## config.mk

```make
export PLATFORM = sky130hd
export DESIGN_NAME = transpose_self_organizing_search_top_flat
export DESIGN_NICKNAME = d
export VERILOG_FILES = /design/src/rtl/core/tsos_pkg.sv /design/src/rtl/core/tsos_if.sv /design/src/rtl/core/transpose_self_organizing_search_top.sv /design/src/rtl/core/tsos_ram.sv /design/src/rtl/core/tsos_ctrl.sv /design/src/rtl/core/tsos_datapath.sv /design/src/flat_wrapper.sv
export SDC_FILE = /design/constraint.sdc
export NUM_CORES = 2
export LEC_CHECK = 0
export BUFFER_PORTS_ARGS = -buffer_cell sky130_fd_sc_hd__buf_2
export CORE_AREA = 2 2 439 441
export DETAILED_ROUTE_END_ITERATION = 6
export DIE_AREA = 0 0 441 443
export SLEW_MARGIN = 15
export SYNTH_ARGS = -nofsm -noshare
export SYNTH_HDL_FRONTEND = slang
export SYNTH_SLANG_ARGS = --single-unit
```

## constraint.sdc

```tcl
create_clock -name clk -period 5.55 [get_ports clk]
set_clock_uncertainty 0.2 [all_clocks]
set_input_delay 0 -clock clk [delete_from_list [all_inputs] [get_ports clk]]
set_output_delay 0 -clock clk [all_outputs]
set_load 0.02 [all_outputs]
```

## src/rtl/core/tsos_pkg.sv

```systemverilog
// Package for the transpose self-organizing search block.
// Holds field widths, input mode codes, controller states and the
// command/status structs shared by the controller and the datapath.
`default_nettype none

package tsos_pkg;

  localparam int DEPTH_DEFAULT = 64;
  localparam int DATA_W        = 32;
  localparam int IDX_W         = 6;
  localparam int COUNT_W       = 7;

  localparam logic MODE_LOAD   = 1'b0;
  localparam logic MODE_SEARCH = 1'b1;

  typedef enum logic [2:0] {
    S_IDLE,
    S_SCAN,
    S_SWAP_LO,
    S_SWAP_HI,
    S_DONE
  } state_t;

  // Controller to datapath
  typedef struct packed {
    logic start;       // capture key and search limit
    logic load_entry;  // write the load transaction into the table
    logic scan;        // issue one read and compare one entry
    logic swap_lo;     // write key into the entry before the match
    logic swap_hi;     // write the previous entry into the match slot
    logic post;        // move the result into the output register
  } cmd_t;

  // Datapath to controller
  typedef struct packed {
    logic hit;
    logic hit_above_zero;
    logic miss;
    logic out_free;
  } status_t;

endpackage

`default_nettype wire

```

## src/rtl/core/tsos_if.sv

```systemverilog
// Channel interfaces of the transpose self-organizing search block.
// Input item, result item and configuration write channels; uses tsos_pkg.
`default_nettype none

interface tsos_item_if;
  logic                              valid;
  logic                              ready;
  logic                              mode;
  logic [tsos_pkg::IDX_W-1:0]        entry_index;
  logic signed [tsos_pkg::DATA_W-1:0] item_value;

  modport source (output valid, mode, entry_index, item_value, input ready);
  modport sink   (input valid, mode, entry_index, item_value, output ready);
endinterface

interface tsos_result_if;
  logic                         valid;
  logic                         ready;
  logic                         found;
  logic [tsos_pkg::COUNT_W-1:0] position;

  modport source (output valid, found, position, input ready);
  modport sink   (input valid, found, position, output ready);
endinterface

interface tsos_cfg_if;
  logic                         valid;
  logic                         ready;
  logic [tsos_pkg::COUNT_W-1:0] data;

  modport source (output valid, data, input ready);
  modport sink   (input valid, data, output ready);
endinterface

`default_nettype wire

```

## src/rtl/core/transpose_self_organizing_search_top.sv

```systemverilog
// Top level of the transpose self-organizing search block.
// Joins tsos_ctrl and tsos_datapath to the channel interfaces of tsos_if.
`default_nettype none

// A table of DEPTH signed 32-bit words, the first active_count of them in
// use. A load transaction (mode 0) writes one word and gives no result;
// loads beyond DEPTH are dropped. A search transaction (mode 1) scans
// from position 0 at one word per cycle through the single read port of
// the table RAM and returns found and the position of the first match, or
// min(active_count, DEPTH) on a miss; a match above position 0 is swapped
// with the word before it using two writes on the RAM write port. The
// result waits in the controller while the output register is full. The
// input is ready again in the cycle after the result is posted. The table
// has no reset: search only words that have been loaded. The configuration
// channel is always ready and should be written only while the block is
// idle.
module transpose_self_organizing_search_top #(
  parameter int DEPTH = tsos_pkg::DEPTH_DEFAULT
) (
  input wire logic      clk,
  input wire logic      rst,
  tsos_item_if.sink     item,
  tsos_result_if.source result,
  tsos_cfg_if.sink      cfg
);

  import tsos_pkg::*;

  cmd_t    cmd;
  status_t status;

  assign cfg.ready = 1'b1;

  tsos_ctrl u_ctrl (
    .clk        (clk),
    .rst        (rst),
    .item_valid (item.valid),
    .item_mode  (item.mode),
    .item_ready (item.ready),
    .status     (status),
    .cmd        (cmd)
  );

  tsos_datapath #(
    .DEPTH (DEPTH)
  ) u_datapath (
    .clk         (clk),
    .rst         (rst),
    .cmd         (cmd),
    .status      (status),
    .cfg_we      (cfg.valid && cfg.ready),
    .cfg_data    (cfg.data),
    .entry_index (item.entry_index),
    .item_value  (item.item_value),
    .res_valid   (result.valid),
    .res_ready   (result.ready),
    .found       (result.found),
    .position    (result.position)
  );

  a_post_before_valid : assert property (@(posedge clk) disable iff (rst)
    $rose(result.valid) |-> $past(cmd.post))
    else $error("result valid rose without a post command");

  a_one_writer : assert property (@(posedge clk) disable iff (rst)
    $onehot0({cmd.load_entry, cmd.swap_lo, cmd.swap_hi}))
    else $error("more than one table write source active");

  a_swap_order : assert property (@(posedge clk) disable iff (rst)
    cmd.swap_lo |=> cmd.swap_hi)
    else $error("swap second half did not follow first half");

  a_hit_miss_excl : assert property (@(posedge clk) disable iff (rst)
    cmd.scan |-> !(status.hit && status.miss))
    else $error("scan reports hit and miss together");

endmodule

`default_nettype wire

```

## src/rtl/core/tsos_ram.sv

```systemverilog
// Generic single-write, single-read RAM with registered read data.
// No dependencies.
`default_nettype none

module tsos_ram #(
  parameter int WIDTH = 32,
  parameter int DEPTH = 64
) (
  input  wire logic                     clk,
  input  wire logic                     we,
  input  wire logic [$clog2(DEPTH)-1:0] waddr,
  input  wire logic [WIDTH-1:0]         wdata,
  input  wire logic [$clog2(DEPTH)-1:0] raddr,
  output logic      [WIDTH-1:0]         rdata
);

  logic [WIDTH-1:0] mem [DEPTH];

  always_ff @(posedge clk) begin
    if (we) begin
      mem[waddr] <= wdata;
    end
    rdata <= mem[raddr];
  end

endmodule

`default_nettype wire

```

## src/rtl/core/tsos_ctrl.sv

```systemverilog
// Controller state machine of the transpose self-organizing search block.
// Sequences load, scan, swap and result posting; uses tsos_pkg.
`default_nettype none

module tsos_ctrl (
  input  wire logic              clk,
  input  wire logic              rst,
  input  wire logic              item_valid,
  input  wire logic              item_mode,
  output logic                   item_ready,
  input  wire tsos_pkg::status_t status,
  output tsos_pkg::cmd_t         cmd
);

  import tsos_pkg::*;

  state_t state;
  state_t state_next;

  always_ff @(posedge clk) begin
    if (rst) begin
      state <= S_IDLE;
    end else begin
      state <= state_next;
    end
  end

  always_comb begin
    state_next = state;
    item_ready = 1'b0;
    cmd        = '0;
    case (state)
      S_IDLE: begin
        item_ready = 1'b1;
        if (item_valid) begin
          if (item_mode == MODE_SEARCH) begin
            cmd.start  = 1'b1;
            state_next = S_SCAN;
          end else begin
            cmd.load_entry = 1'b1;
          end
        end
      end
      S_SCAN: begin
        cmd.scan = 1'b1;
        if (status.hit) begin
          state_next = status.hit_above_zero ? S_SWAP_LO : S_DONE;
        end else if (status.miss) begin
          state_next = S_DONE;
        end
      end
      S_SWAP_LO: begin
        cmd.swap_lo = 1'b1;
        state_next  = S_SWAP_HI;
      end
      S_SWAP_HI: begin
        cmd.swap_hi = 1'b1;
        state_next  = S_DONE;
      end
      S_DONE: begin
        // hold until the output register can take the result
        if (status.out_free) begin
          cmd.post   = 1'b1;
          state_next = S_IDLE;
        end
      end
      default: begin
        state_next = S_IDLE;
      end
    endcase
  end

endmodule

`default_nettype wire

```

## src/rtl/core/tsos_datapath.sv

```systemverilog
// Datapath of the transpose self-organizing search block: entry table RAM,
// scan counter, compare pipeline, swap writes and output register.
// Uses tsos_pkg and tsos_ram.
`default_nettype none

module tsos_datapath #(
  parameter int DEPTH = tsos_pkg::DEPTH_DEFAULT
) (
  input  wire logic                                clk,
  input  wire logic                                rst,
  input  wire tsos_pkg::cmd_t                      cmd,
  output tsos_pkg::status_t                        status,
  input  wire logic                                cfg_we,
  input  wire logic [tsos_pkg::COUNT_W-1:0]        cfg_data,
  input  wire logic [tsos_pkg::IDX_W-1:0]          entry_index,
  input  wire logic signed [tsos_pkg::DATA_W-1:0]  item_value,
  output logic                                     res_valid,
  input  wire logic                                res_ready,
  output logic                                     found,
  output logic [tsos_pkg::COUNT_W-1:0]             position
);

  import tsos_pkg::*;

  localparam int AW = $clog2(DEPTH);
  localparam int CW = $clog2(DEPTH + 1);
  localparam int KW = (CW > COUNT_W) ? CW : COUNT_W;
  localparam logic [KW-1:0] DEPTH_K = KW'(DEPTH);

  logic [COUNT_W-1:0] active_count;
  logic [DATA_W-1:0]  key;
  logic [KW-1:0]      limit;
  logic [KW-1:0]      scan_idx;
  logic               pend_valid;
  logic [KW-1:0]      pend_pos;
  logic [DATA_W-1:0]  prev_data;
  logic               res_found;
  logic [KW-1:0]      res_pos;

  logic [KW-1:0]      count_k;
  logic [KW-1:0]      limit_next;
  logic [KW-1:0]      idx_k;
  logic [KW-1:0]      pos_dec;
  logic               load_ok;
  logic               more;
  logic               hit_now;

  logic               ram_we;
  logic [AW-1:0]      ram_waddr;
  logic [DATA_W-1:0]  ram_wdata;
  logic [DATA_W-1:0]  ram_rdata;

  assign count_k    = KW'(active_count);
  assign limit_next = (count_k > DEPTH_K) ? DEPTH_K : count_k;
  assign idx_k      = KW'(entry_index);
  assign load_ok    = idx_k < DEPTH_K;
  assign pos_dec    = res_pos - KW'(1);
  assign more       = scan_idx < limit;
  // rdata belongs to pend_pos when pend_valid is set
  assign hit_now    = pend_valid && (ram_rdata == key);

  assign status.hit            = hit_now;
  assign status.hit_above_zero = pend_pos != '0;
  assign status.miss           = !pend_valid && !more;
  assign status.out_free       = !res_valid || res_ready;

  always_comb begin
    ram_we    = 1'b0;
    ram_waddr = idx_k[AW-1:0];
    ram_wdata = item_value;
    if (cmd.load_entry) begin
      ram_we = load_ok;
    end else if (cmd.swap_lo) begin
      ram_we    = 1'b1;
      ram_waddr = pos_dec[AW-1:0];
      ram_wdata = key;
    end else if (cmd.swap_hi) begin
      ram_we    = 1'b1;
      ram_waddr = res_pos[AW-1:0];
      ram_wdata = prev_data;
    end
  end

  tsos_ram #(
    .WIDTH (DATA_W),
    .DEPTH (DEPTH)
  ) u_table (
    .clk   (clk),
    .we    (ram_we),
    .waddr (ram_waddr),
    .wdata (ram_wdata),
    .raddr (scan_idx[AW-1:0]),
    .rdata (ram_rdata)
  );

  always_ff @(posedge clk) begin
    if (rst) begin
      active_count <= '0;
    end else if (cfg_we) begin
      active_count <= cfg_data;
    end
  end

  always_ff @(posedge clk) begin
    if (rst) begin
      pend_valid <= 1'b0;
    end else if (cmd.start) begin
      pend_valid <= 1'b0;
    end else if (cmd.scan && !hit_now) begin
      pend_valid <= more;
    end
  end

  always_ff @(posedge clk) begin
    if (cmd.start) begin
      key      <= item_value;
      limit    <= limit_next;
      scan_idx <= '0;
    end else if (cmd.scan && !hit_now) begin
      if (more) begin
        scan_idx <= scan_idx + KW'(1);
        pend_pos <= scan_idx;
      end
      // keep the last compared entry: it is the neighbor of the next match
      if (pend_valid) begin
        prev_data <= ram_rdata;
      end
    end
    if (cmd.scan && hit_now) begin
      res_found <= 1'b1;
      res_pos   <= pend_pos;
    end else if (cmd.scan && status.miss) begin
      res_found <= 1'b0;
      res_pos   <= limit;
    end
  end

  always_ff @(posedge clk) begin
    if (rst) begin
      res_valid <= 1'b0;
    end else if (cmd.post) begin
      res_valid <= 1'b1;
    end else if (res_ready) begin
      res_valid <= 1'b0;
    end
  end

  always_ff @(posedge clk) begin
    if (cmd.post) begin
      found    <= res_found;
      position <= res_pos[COUNT_W-1:0];
    end
  end

endmodule

`default_nettype wire

```

## src/flat_wrapper.sv

```systemverilog
// flat-port wrapper written by rule: the top's interface ports become plain ports
module transpose_self_organizing_search_top_flat import tsos_pkg::*;
#(
  parameter int DEPTH = tsos_pkg::DEPTH_DEFAULT
)
  (clk, rst, item_valid, item_mode, item_entry_index, item_item_value, item_ready, result_valid, result_found, result_position, result_ready, cfg_valid, cfg_data, cfg_ready);
  tsos_item_if item_i ();
  tsos_result_if result_i ();
  tsos_cfg_if cfg_i ();
  input wire logic clk;
  input wire logic rst;
  input wire logic [$bits(item_i.valid)-1:0] item_valid;
  input wire logic [$bits(item_i.mode)-1:0] item_mode;
  input wire logic [$bits(item_i.entry_index)-1:0] item_entry_index;
  input wire logic [$bits(item_i.item_value)-1:0] item_item_value;
  output wire logic [$bits(item_i.ready)-1:0] item_ready;
  output wire logic [$bits(result_i.valid)-1:0] result_valid;
  output wire logic [$bits(result_i.found)-1:0] result_found;
  output wire logic [$bits(result_i.position)-1:0] result_position;
  input wire logic [$bits(result_i.ready)-1:0] result_ready;
  input wire logic [$bits(cfg_i.valid)-1:0] cfg_valid;
  input wire logic [$bits(cfg_i.data)-1:0] cfg_data;
  output wire logic [$bits(cfg_i.ready)-1:0] cfg_ready;
  assign item_i.valid = item_valid;
  assign item_i.mode = item_mode;
  assign item_i.entry_index = item_entry_index;
  assign item_i.item_value = item_item_value;
  assign item_ready = item_i.ready;
  assign result_valid = result_i.valid;
  assign result_found = result_i.found;
  assign result_position = result_i.position;
  assign result_i.ready = result_ready;
  assign cfg_i.valid = cfg_valid;
  assign cfg_i.data = cfg_data;
  assign cfg_ready = cfg_i.ready;
  transpose_self_organizing_search_top #(.DEPTH(DEPTH)) u_core (.clk(clk), .rst(rst), .item(item_i), .result(result_i), .cfg(cfg_i));
endmodule
```

Word level (Yosys, flattened, before mapping)
Memories as Yosys holds them, arrays and structs flattened. A register that Yosys moved wholly into a read port is not among the register bits.
Cells that the tools add are included.
Widths: inputs -> output; s select.
{"block": "word_totals", "ff_bits": 113, "ramBits": 2048, "output_inout_bits": 11, "n_memories": 1}
{"block": "classes", "add_sub_neg": 2, "magnitude_cmp": 3, "n_eq_ne": 9, "muxes": 32, "bitwise_logic": 1, "reduce_logical": 19}
{"name": "u_core.u_datapath.u_table.mem", "depth": 64, "word_bits": 32, "rd": 1, "rd_ports_with_merged_regs": 1, "wr": 1, "line_no": "tsos_ram.sv:17", "source": "logic [WIDTH-1:0] mem [DEPTH];"}
{"cell": "$mux 32", "n": 3}
{"cell": "$eq 32x32->1", "n": 1}
{"cell": "$mux 3", "n": 6}
{"cell": "$mux 6", "n": 3}
{"cell": "$mux 1", "n": 15}
{"cell": "$pmux 3 s5", "n": 1}
{"cell": "$mux 7", "n": 2}
{"cell": "$add 7x1->7 const B", "n": 1}
{"cell": "$gt 7x7->1 const B", "n": 1}
{"cell": "$lt 6x7->1 const B", "n": 1}
{"cell": "$lt 7x7->1", "n": 1}
{"cell": "$reduce_bool 7->1", "n": 1}
{"cell": "$eq 3x2->1 const B", "n": 2}
{"cell": "$reduce_and 3->1", "n": 2}
{"cell": "$sub 6x1->6 const B", "n": 1}
{"cell": "$logic_and 1x1->1", "n": 5}
{"cell": "$logic_not 1->1", "n": 4}
{"cell": "$mux 2", "n": 2}
{"cell": "$ne 2x2->1 const B", "n": 2}
{"cell": "$reduce_and 4->1", "n": 1}
{"cell": "$reduce_bool 2->1", "n": 2}
{"cell": "$eq 3x1->1 const B", "n": 1}
{"cell": "$eq 3x3->1 const B", "n": 1}
{"cell": "$logic_not 3->1", "n": 1}
{"cell": "other kinds (6)", "n": 6}

Logic depth before layout (Yosys ltp)
{"block": "depth", "word_depth": 7, "mapped_depth": 8, "depth_no_buf": 8}

Cells and area by module
Synthesis repeated with hierarchy kept, for this count alone.
{"block": "hier_totals", "hier_cells": 3819, "area_unflattened_um2": 84134.4}
{"module": "tsos_ram", "instances": 1, "cells_per_inst": 3324, "area_each_um2": 78515.3, "seq_area_each_um2": 62139.6}
{"module": "tsos_datapath", "instances": 1, "cells_per_inst": 469, "area_each_um2": 5410.2, "seq_area_each_um2": 3133.0}
{"module": "tsos_ctrl", "instances": 1, "cells_per_inst": 24, "area_each_um2": 197.7, "seq_area_each_um2": 60.1}
{"module": "transpose_self_organizing_search_top", "instances": 1, "cells_per_inst": 2, "area_each_um2": 11.3, "seq_area_each_um2": 0.0}

Worst setup path after synthesis
Ideal clock, no wire load.
{"block": "synth_timing", "path_type": "register -> register", "start": "register u_core.u_ctrl.state[0]", "end": "memory u_core.u_datapath.u_table.mem[0][10], data pin", "setup_time_ns": 0.702, "arrival_time_ns": 3.961, "required_ns": 4.648, "path_slack_ns": 0.687, "path_stages_with_launch": 6, "path_buffers": 3, "cell_sequence": "dfxtp_1 -> buf_2 -> buf_1 -> buf_1 -> mux2i_1 -> o21ai_0"}
{"block": "synth_between", "elab_chain_len": 5}
{"element": "start, declared", "line_no": "tsos_ctrl.sv:17", "source": "state_t state;"}
{"element": "start signal, assigned", "line_no": "tsos_ctrl.sv:24", "source": "state <= state_next;"}
{"element": "$eq 3x2->1", "line_no": "tsos_ctrl.sv:32", "source": "case (state)"}
{"element": "$mux 1", "line_no": "tsos_ctrl.sv:32"}
{"element": "$mux 32", "line_no": "tsos_datapath.sv:77", "source": "end else if (cmd.swap_hi) begin"}
{"element": "$mux 32", "line_no": "tsos_datapath.sv:73", "source": "end else if (cmd.swap_lo) begin"}
{"element": "$mux 32 (*)", "line_no": "tsos_datapath.sv:71", "source": "if (cmd.load_entry) begin"}
{"element": "via u_core.u_datapath.ram_wdata[10]", "line_no": "tsos_datapath.sv:50", "source": "logic [DATA_W-1:0] ram_wdata;"}
{"element": "end, declared", "line_no": "tsos_ram.sv:17"}
The timed path passes the listed nets; every way through them passes the cells marked *.

Final worst setup path
{"block": "layout_timing", "start": "register u_core.u_ctrl.state[2]", "end": "memory u_core.u_datapath.u_table.mem[17][16] (enable)"}
{"block": "layout_between", "elab_chain_len": 7}
{"element": "$eq 3x2->1", "line_no": "tsos_ctrl.sv:32"}
{"element": "$mux 1", "line_no": "tsos_ctrl.sv:32"}
{"element": "$mux 1", "line_no": "tsos_datapath.sv:77"}
{"element": "$mux 1", "line_no": "tsos_datapath.sv:73"}
{"element": "$mux 1", "line_no": "tsos_datapath.sv:71"}
{"element": "$mux 1", "line_no": "tsos_ram.sv:20", "source": "if (we) begin"}
{"element": "$mux 1 (implied by the code)", "line_no": "tsos_ram.sv:21", "source": "mem[waddr] <= wdata;"}
Several ways; a longest one is shown, not always the timed one.

==> run metrics <==
Post-synth EDFFs=2141; violations in the final reports=design-rule violations; slew margin rel.=0.224; vias in the first global route=38600; kind of critical path=reg -> reg; root cell of the clock tree=sky130_fd_sc_hd__clkbuf_16; setup repair after global routing missed its margin=false; final worst path period share=0.771; drt drc=1; synthesized-area fraction occupied by ao, oa, aoi and oai cells=0.0114; Final Critical Period=4.28 ns; simple-gate area share of the yosys netlist=0.0133; NumNets Final=3900; HPWL after DPL=between 100000 and 150000 um; slack of the worst reg-to-reg path=1.27 ns; sequential fraction of the synthesis area=0.782; share of final-layout standard cells stronger than drive strength 1=0.309; Worst Setup Slack post-DPL=1.32 ns; post-route ant nets=0; first-pass iteration count of the detailed router=7; Pwr Density=between 400 and 500 nW/um2; number of antenna violations at the first check in global routing=13; Static Leakage=29.3 nW; number of maximum-capacitance constraint violations=0; area share of xor/xnor cells in the synthesized design=0.00304; flip-flop and latch count after synthesis=2193; Synth Warn #=0; Hold Path Stages=4; WP data required=just under 6 ns; combined area of all synthesized cells=about 84000 um2; actual transition at the worst max-transition pin=between 1 and 1.5 ns; Peak Freq=around 0.23 GHz; pin count of the biggest net entering global routing=89; result of the run=finished with violations; count of distinct cell types in the synthesized netlist=53; leading register cell type out of synthesis=sky130_fd_sc_hd__edfxtp_1; PostCTS Resize Cnt=0; Total Routed Length=207000 um; clock tree from TritonCTS=yes; Area growth, synth to finish=15.2%; standard-cell rows=between 150 and 200; arithmetic-cell share of the synthesized area counting full adders, half adders and majority gates=0.00120; initial detailed-routing violation count=approximately 4800; first-pass GRT wire length=just under 300000 um; main combinational cell family by area after synthesis=multiplexers; data arrival time of the worst path=4.61 ns; Final WS setup=1.27 ns; maximum clock path buffer count=3; detailed-route via count=around 38000; clock slew seen by the registers of the worst setup and hold paths=0.06 ns; vertical die dimension=443 um; worst min path class=in -> reg; deepest level of the CTS H-tree=4; IR drop worst, VDD=0.000287 V; kind of end point of the critical path=flip-flop; summed negative setup slack over all endpoints=0 ns; GRT Resource Usage Total=0.213; worst-case hold slack=just over 0.09 ns; Via density=5.86; syn nets=3569; number of buffers added on ports=60; Max Fanout on Critical Path=between 40 and 50; DIE AREA=195000 um2; multiplexer share of the synthesized area=0.178; total clock buffers created by CTS=211; # clock sinks=2193; Final Setup Violations=0; Worst Reg-to-Reg Cells=6; global-route congestion overflow total=0; placer's final routability congestion estimate=0.843; FFs w/ async S/R, synth=0; clock latency at the later pin of the worst-skew pair=~0.85 ns; Die X-Extent=441 um; initial core utilization=0.437; number of failing hold endpoints at the final stage=0; count of pins on the block boundary=62; Post-Syn Instances=3510; area of the core=191000 um2; critical path launch point type=flip-flop; Routed WL per cell=31.5 um; mean post-synth cell area=between 20 and 25 um2; Final Slew Violations=0
## routing by layer
metal  part of all wire  track usage
met3              0.079       0.0444
met4              0.018       0.0469
met2               0.48        0.328
met1               0.43        0.315
met5                  0            0
## synthesized netlist by cell type (all sizes together), types with 3 or more instances
master,instances,share of area
a21o,3,0.00027
a21oi,9,0.00054
a22oi,63,0.0057
and2,4,0.00030
and3,4,0.00030
buf,83,0.0060
clkbuf,97,0.0044
dfxtp,52,0.012
edfxtp,2141,0.77
ha,8,0.0012
inv,18,0.00081
mux2i,46,0.0055
mux4,639,0.17
nand2,95,0.0043
nand2b,7,0.00052
nand3,13,0.00078
nand4,7,0.00052
nor2,88,0.0040
nor2b,13,0.00097
nor3,5,0.00030
nor4,4,0.00030
o21a,5,0.00045
o21ai,46,0.0028
o22ai,3,0.00022
xnor2,27,0.0028
## placed cells by master (no fill, tap or decap), types with 13 or more instances in the layout
cell                            instances
sky130_fd_sc_hd__inv_1                 17
sky130_fd_sc_hd__clkinv_2              36
sky130_fd_sc_hd__dfxtp_1               47
sky130_fd_sc_hd__edfxtp_1            2141
sky130_fd_sc_hd__clkinv_1              57
sky130_fd_sc_hd__mux4_2               639
sky130_fd_sc_hd__nand2_1               95
sky130_fd_sc_hd__clkbuf_16            211
sky130_fd_sc_hd__clkbuf_1              41
sky130_fd_sc_hd__nand3_1               13
sky130_fd_sc_hd__o21ai_4               32
sky130_fd_sc_hd__a22oi_1               63
sky130_fd_sc_hd__nor2_4                66
sky130_fd_sc_hd__dlygate4sd3_1        102
sky130_fd_sc_hd__buf_4                111
sky130_fd_sc_hd__buf_12                22
sky130_fd_sc_hd__bufinv_16             21
sky130_fd_sc_hd__buf_2                 60
sky130_fd_sc_hd__xnor2_1               27
sky130_fd_sc_hd__o21ai_0               13
sky130_fd_sc_hd__nor2_1                22
sky130_fd_sc_hd__mux2i_1               46
## worst paths after layout
kind / from / endpoint
max: u_core.u_ctrl.state[2]$_SDFFE_PP0P_ / u_core.u_datapath.u_table.mem[17][16]$_DFFE_PP_
min: item_item_value[13] / u_core.u_datapath.u_table.mem[43][13]$_DFFE_PP_
max reg2reg: u_core.u_ctrl.state[2]$_SDFFE_PP0P_ / u_core.u_datapath.u_table.mem[17][16]$_DFFE_PP_
min reg2reg: u_core.u_datapath.res_pos[6]$_DFFE_PP_ / u_core.u_datapath.position[6]$_DFFE_PP_
## flip-flops by register name (all words and copies together), names as in the netlist, 3 cells and up
signal,count
u_core.u_datapath.pend_pos,7
u_core.u_ctrl.state,3
u_core.u_datapath.scan_idx,7
u_core.u_datapath.active_count,7
u_core.u_datapath.res_pos,7
u_core.u_datapath.prev_data,32
u_core.u_datapath.limit,7
u_core.u_datapath.key,32
u_core.u_datapath.u_table.mem,2048
u_core.u_datapath.position,7
u_core.u_datapath.u_table.rdata,32
## logic make-up (layout without fill, tap and decap cells)
group,Yosys count,count (layout)
compound gates,144,144
flops,2193,2193
fa+ha+maj,8,8
simple gates,251,251
other cells,1,4
buf+inv,198,707
mux,686,686
xor+xnor,29,29
## cell type report
type / count / area, um2
multi-input combinational: 1119 / 18200
inverter: 18 / 68.8
sequential: 2193 / 65300
clock buffer: 257 / 5500
clock inverter: 134 / 1310
timing repair buffer: 298 / 2680
fill: 14900 / 94900
antenna: 3 / 7.51
tap: 2526 / 3160
## worst max-delay path, stage by stage (launching register included)
cell and delay [ns]:
sky130_fd_sc_hd__dfxtp_1 0.52, sky130_fd_sc_hd__nand2b_4 0.68, sky130_fd_sc_hd__mux2i_1 0.43, sky130_fd_sc_hd__and2_1 0.22, sky130_fd_sc_hd__nand2_1 0.55, sky130_fd_sc_hd__nor2_4 0.99
sky130_fd_sc_hd__buf_4 0.34
## through the flow
stage,power [mW],util,std cells,instance area [um2]
final,41.4,0.503,6548,96200
after global routing,42.7,0.503,6547,96200
after CTS,41.8,0.503,6541,96100
after detailed placement,27.6,0.462,6048,88300
after global placement,27.6,0.462,6047,88300
after floorplan,24.8,-,3510,83500
## power breakdown
| group | switching, mW | internal [mW] | total (mW) |
|---|---|---|---|
| combinational | 4.37 | 4.05 | 8.42 |
| clock | 6.18 | 8.04 | 14.2 |
| sequential | 0.336 | 18.4 | 18.8 |
## what timing repair did
action,CTS,global route
hold buffers,102,0
setup buffers,0,0
hold endpoints to repair,1878,0
Power figures use the tool's default switching activity.
